**config.mk**
```make
export PLATFORM = sky130hd
export DESIGN_NAME = rsi_front
export DESIGN_NICKNAME = d
export VERILOG_FILES = /design/src/hdl/rsi_pkg.sv /design/src/hdl/rsi_front.sv
export SDC_FILE = /design/constraint.sdc
export NUM_CORES = 1
export LEC_CHECK = 0
export ABC_AREA = 1
export BUFFER_PORTS_ARGS = -buffer_cell sky130_fd_sc_hd__buf_4
export CORE_MARGIN = 1
export CORE_UTILIZATION = 55
export CTS_CLUSTER_DIAMETER = 80
export DETAILED_ROUTE_END_ITERATION = 8
export PLACE_DENSITY = 0.76
export SYNTH_ARGS = -nofsm -noshare
export SYNTH_HDL_FRONTEND = slang
export SYNTH_SLANG_ARGS = --single-unit
```
**constraint.sdc**
```tcl
create_clock -name clock -period 26.7 [get_ports clock]
set_clock_uncertainty 0.1 [all_clocks]
set_input_delay 5.34 -clock clock [delete_from_list [all_inputs] [get_ports clock]]
set_output_delay 5.34 -clock clock [all_outputs]
set_load 0.02 [all_outputs]
```
**src/hdl/rsi_pkg.sv**
```systemverilog
// Shared constants and types for the ray and sphere intersection unit.
package rsi_pkg;

   localparam int COORD_WIDTH_DEF = 32;
   localparam int FRAC_BITS_DEF   = 16;

   localparam int MUL_DIGIT   = 16;
   localparam int QUEUE_DEPTH = 4;
   localparam int QUEUE_PTR_W = $clog2(QUEUE_DEPTH);
   localparam int QUEUE_CNT_W = $clog2(QUEUE_DEPTH + 1);

   localparam int CSR_INDEX_W = 3;

   typedef enum logic [CSR_INDEX_W-1:0] {
      CSR_CENTER_X = 3'd0,
      CSR_CENTER_Y = 3'd1,
      CSR_CENTER_Z = 3'd2,
      CSR_RADIUS   = 3'd3,
      CSR_ACTIVE   = 3'd4
   } csr_index_type;

endpackage

```
**src/hdl/rsi_front.sv**
```systemverilog
// Front end: takes rays, forms the origin offset, flags live rays and queues them.
module rsi_front
   import rsi_pkg::*;
#(
   parameter int CW = COORD_WIDTH_DEF
) (
   input  logic                        clock,
   input  logic                        reset,
   input  logic                        req_valid,
   output logic                        req_stall,
   input  logic signed [CW-1:0]        req_origin_x,
   input  logic signed [CW-1:0]        req_origin_y,
   input  logic signed [CW-1:0]        req_origin_z,
   input  logic signed [CW-1:0]        req_dir_x,
   input  logic signed [CW-1:0]        req_dir_y,
   input  logic signed [CW-1:0]        req_dir_z,
   input  logic signed [CW-1:0]        center_x,
   input  logic signed [CW-1:0]        center_y,
   input  logic signed [CW-1:0]        center_z,
   input  logic                        target_active,
   output logic                        head_valid,
   output logic [6*CW+3:0]             head_item,
   input  logic                        head_pop
);

   localparam int OW = CW + 1;
   localparam int IW = 3 * OW + 3 * CW + 1;

   logic                   f_valid_ff, f_valid_in;
   logic [IW-1:0]          f_item_ff, f_item_in;
   logic [IW-1:0]          mem_ff [QUEUE_DEPTH];
   logic [QUEUE_PTR_W-1:0] wr_ptr_ff, wr_ptr_in, rd_ptr_ff, rd_ptr_in;
   logic [QUEUE_CNT_W-1:0] count_ff, count_in;
   logic                   full, push, take, live;
   logic signed [OW-1:0]   oc_x, oc_y, oc_z;

   assign full      = (count_ff == QUEUE_CNT_W'(QUEUE_DEPTH));
   assign push      = f_valid_ff && !full;
   assign req_stall = f_valid_ff && full;
   assign take      = req_valid && !req_stall;

   assign oc_x = OW'(req_origin_x) - OW'(center_x);
   assign oc_y = OW'(req_origin_y) - OW'(center_y);
   assign oc_z = OW'(req_origin_z) - OW'(center_z);
   assign live = target_active && ((req_dir_x != '0) || (req_dir_y != '0) || (req_dir_z != '0));

   assign f_valid_in = take || (f_valid_ff && !push);
   assign f_item_in  = take ? {live, req_dir_z, req_dir_y, req_dir_x, oc_z, oc_y, oc_x}
                            : f_item_ff;

   assign wr_ptr_in = push ? wr_ptr_ff + 1'b1 : wr_ptr_ff;
   assign rd_ptr_in = head_pop ? rd_ptr_ff + 1'b1 : rd_ptr_ff;
   assign count_in  = count_ff + QUEUE_CNT_W'(push) - QUEUE_CNT_W'(head_pop);

   always_ff @(posedge clock) begin
      if (reset) begin
         f_valid_ff <= 1'b0;
         wr_ptr_ff  <= '0;
         rd_ptr_ff  <= '0;
         count_ff   <= '0;
      end else begin
         f_valid_ff <= f_valid_in;
         wr_ptr_ff  <= wr_ptr_in;
         rd_ptr_ff  <= rd_ptr_in;
         count_ff   <= count_in;
      end
      f_item_ff <= f_item_in;
      if (push) begin
         mem_ff[wr_ptr_ff] <= f_item_ff;
      end
   end

   assign head_valid = (count_ff != '0);
   assign head_item  = mem_ff[rd_ptr_ff];

   a_count_bound: assert property (@(posedge clock) disable iff (reset)
      count_ff <= QUEUE_CNT_W'(QUEUE_DEPTH))
      else $error("Queue count exceeds its depth.");

   a_pop_nonempty: assert property (@(posedge clock) disable iff (reset)
      head_pop |-> (count_ff != '0))
      else $error("Back end popped an empty queue.");

   a_count_step: assert property (@(posedge clock) disable iff (reset)
      (push && !head_pop) |=> (count_ff == $past(count_ff) + 1'b1))
      else $error("Queue count did not follow a lone push.");

endmodule

```
==> impl_metrics.env <==
export IMPL_cp_end_kind="output pin"
export IMPL_r2r_start="count_ff[1]"
export IMPL_critical_path_startpoint_type="flip-flop"
export IMPL_coreArea_um2=77600
export IMPL_synth_async_sr_flop_share=0
export IMPL_gr_max_usage_layer="met2"
export IMPL_antenna_left=0
export IMPL_root_buffer="clkbuf_16"
export IMPL_wirelength_um=103000
export IMPL_power_w=0.00383
export IMPL_power_density_nw_per_um2=75.0
export IMPL_post_route_util=0.657
export IMPL_post_cts_buffers=0
export IMPL_cts_resized=0
export IMPL_clk_latency_ns=0.67
export IMPL_drv_cap=0
export IMPL_synth_ff_type="edfxtp_1"
export IMPL_post_route_period_util=0.380
export IMPL_dpl_hpwl_um=68600
export IMPL_endpoint="head_item[69]"
export IMPL_chipWidth_um=282
export IMPL_wl_per_cell_um=18.8
export IMPL_grt_max_degree=206
export IMPL_ir_drop_mv=0.0555
export IMPL_use_met3=0.0520
export IMPL_port_buffers=490
export IMPL_min_from="f_item_ff[76]"
export IMPL_vias=29700
export IMPL_drc=0
export IMPL_syn_to_final_growth_pct=17.9
export IMPL_final_cell_mix="edfxtp_1, nand2_1, nor2_1"
export IMPL_place_congestion=0.914
export IMPL_status="complete, no violations"
export IMPL_grt_overflow=0
export IMPL_fin_tns_setup_ns=0
export IMPL_synth_cells=3906
export IMPL_hold_viol=0
export IMPL_rows=102
export IMPL_seq_power_share=0.504
export IMPL_crit_arrival_ns=4.69
export IMPL_grt_pass1_vias=28200
export IMPL_min_path_type="flip-flop to flip-flop"
export IMPL_required_ns=21.26
export IMPL_synthesis_area_um2=43300
export IMPL_final_net_count=4786
export IMPL_clock_fmax_mhz=98.7
export IMPL_p_leak_nw=21.0
export IMPL_met2_usage=0.431
export IMPL_initial_utilization=0.558
export IMPL_clockBufferDepth=3
export IMPL_track_usage=0.254
export IMPL_antenna_found_initial=19
export IMPL_grt_pass1_wl_um=154000
export IMPL_comb_power_share=0.150
export IMPL_intPower_w=0.00282
export IMPL_r2r_cells=6
export IMPL_slew_viol_final=0
export IMPL_path_max_fanout=205
export IMPL_yosysWarnings=0
export IMPL_worstSetupPathType="flip-flop to output pin"
export IMPL_ys_types=31
export IMPL_synth_edf_count=980
export IMPL_drive_gt1_frac=0.152
export IMPL_synth_seq_area_share=0.685
export IMPL_drtIter0Drc=2333
export IMPL_relSlewSlack=0.256
export IMPL_cts_reportedPaths_clkPinSlew_ns=0.06
export IMPL_cts_hold_fix_buffers=0
export IMPL_cts_made_buffers=96
export IMPL_timing_final_setup_violations=0
export IMPL_io_pins=491
export IMPL_p_sw_frac=0.262
export IMPL_r2r_slack_ns=22.62
export IMPL_die_h_um=282
export IMPL_viasPerCell=5.39
export IMPL_final_common_cell="edfxtp_1"
export IMPL_worstReg2RegEnd="mem_ff[1][70]"
export IMPL_worst_pin_slew_ns=1.11
export IMPL_avgSynthCellArea_um2=11.1
export IMPL_finalCriticalPeriod_ns=10.13
export IMPL_numClockSinks=990
export IMPL_met1_usage=0.321
export IMPL_p_switching_w=0.00100
export IMPL_h_tree_depth=3
export IMPL_rsz0062_at_grt="false"
export IMPL_die_area_um2=79800
export IMPL_dr_pass1_iters=7
export IMPL_ys_seq_elements=990
export IMPL_pwr_share_clk=0.346
export IMPL_cts_tree="built"
export IMPL_syn_num_nets=4305
## Yosys cell counts (6+ instances only)
master	n	share of area
o21ai_0	207	0.024
nand4_1	19	0.0027
ha_1	102	0.030
nor3_1	11	0.0013
inv_1	491	0.043
o22ai_1	196	0.028
buf_4	8	0.0014
nand2_2	20	0.0029
edfxtp_1	980	0.68
nor2_1	580	0.050
nand3_1	68	0.0079
xor2_1	40	0.0081
xnor2_1	6	0.0012
a21oi_1	65	0.0075
buf_6	6	0.0016
clkbuf_1	56	0.0049
dfxtp_1	10	0.0046
buf_2	62	0.0072
and2_1	6	0.00087
nand2_1	765	0.066
o21ai_1	185	0.021
## layout make-up
class                   instances  area [µm²]
clock buffers                 118        2480
well taps                    1040        1300
multi-input cells            2291       11200
flip-flops and latches        990       29600
inverters                     493        1880
clock inverters                54         643
fillers                      5888       26600
diodes                         14        35.0
repair buffers                515        3870
## power by group through the flow
stage / sequential (W) / clock (W) / combinational [W]
finish: 0.00193 / 0.00132 / 0.000576
global route: 0.00194 / 0.00140 / 0.000629
CTS: 0.00193 / 0.00134 / 0.000578
detailed placement: 0.00196 / 0 / 0.000574
global placement: 0.00195 / 0 / 0.000567
floorplan: 0.00197 / 0 / 0.000345
## cell families after synthesis
group                      count (synthesis)  share of synthesized area
and+or+nand+nor                         1478                      0.134
DFF                                      990                      0.685
AOI/OAI and AO/OA                        661                     0.0826
buffers and inverters                    625                     0.0578
adders and majority gates                106                     0.0314
xor gates and xnor gates                  46                    0.00931
## flip-flops by register name, summed over array words and instances, names as in the netlist, named ones only
register / flops
f_valid_ff: 1
wr_ptr_ff: 2
f_item_ff: 196
count_ff: 3
rd_ptr_ff: 2
mem_ff: 784
## per-layer routing
| layer | share of wire | vias up |
|---|---|---|
| met2 | 0.49 | 1135 |
| li1 | - | 14300 |
| met5 | 0.00065 | - |
| met4 | 0.032 | 10 |
| met1 | 0.39 | 14100 |
| met3 | 0.085 | 202 |
## worst max-delay path, stage by stage (launching register included)
cell and delay (ns):
dfxtp_4 0.62, clkinv_8 0.72, buf_4 0.92, buf_4 0.92
o21ai_1 0.18, o22ai_1 0.25, buf_4 0.19
## how the worst min path moves through the flow
stage                          end  slack [ns]  cells past startpoint
global route         mem_ff[2][76]        0.39                      0
detailed placement  mem_ff[3][187]        0.38                      0
finish               mem_ff[2][76]        0.37                      0
CTS                  mem_ff[1][38]        0.38                      0
global placement    mem_ff[0][149]        0.37                      0
floorplan             mem_ff[0][0]        0.36                      0
## per-stage QoR
stage          setup WS (ns)  cell area, µm²  hold slack (ns)  std cells
2_1_floorplan          16.85           43300            0.359       3906
3_3_place_gp           17.47           47800            0.371       5329
3_5_place_dp           17.33           47800            0.378       5329
4_1_cts                16.56           51000            0.375       5501
5_1_grt                16.33           51000            0.395       5510
6_report               16.57           51000            0.373       5515
No activity file was read; power rests on OpenSTA's default activity.
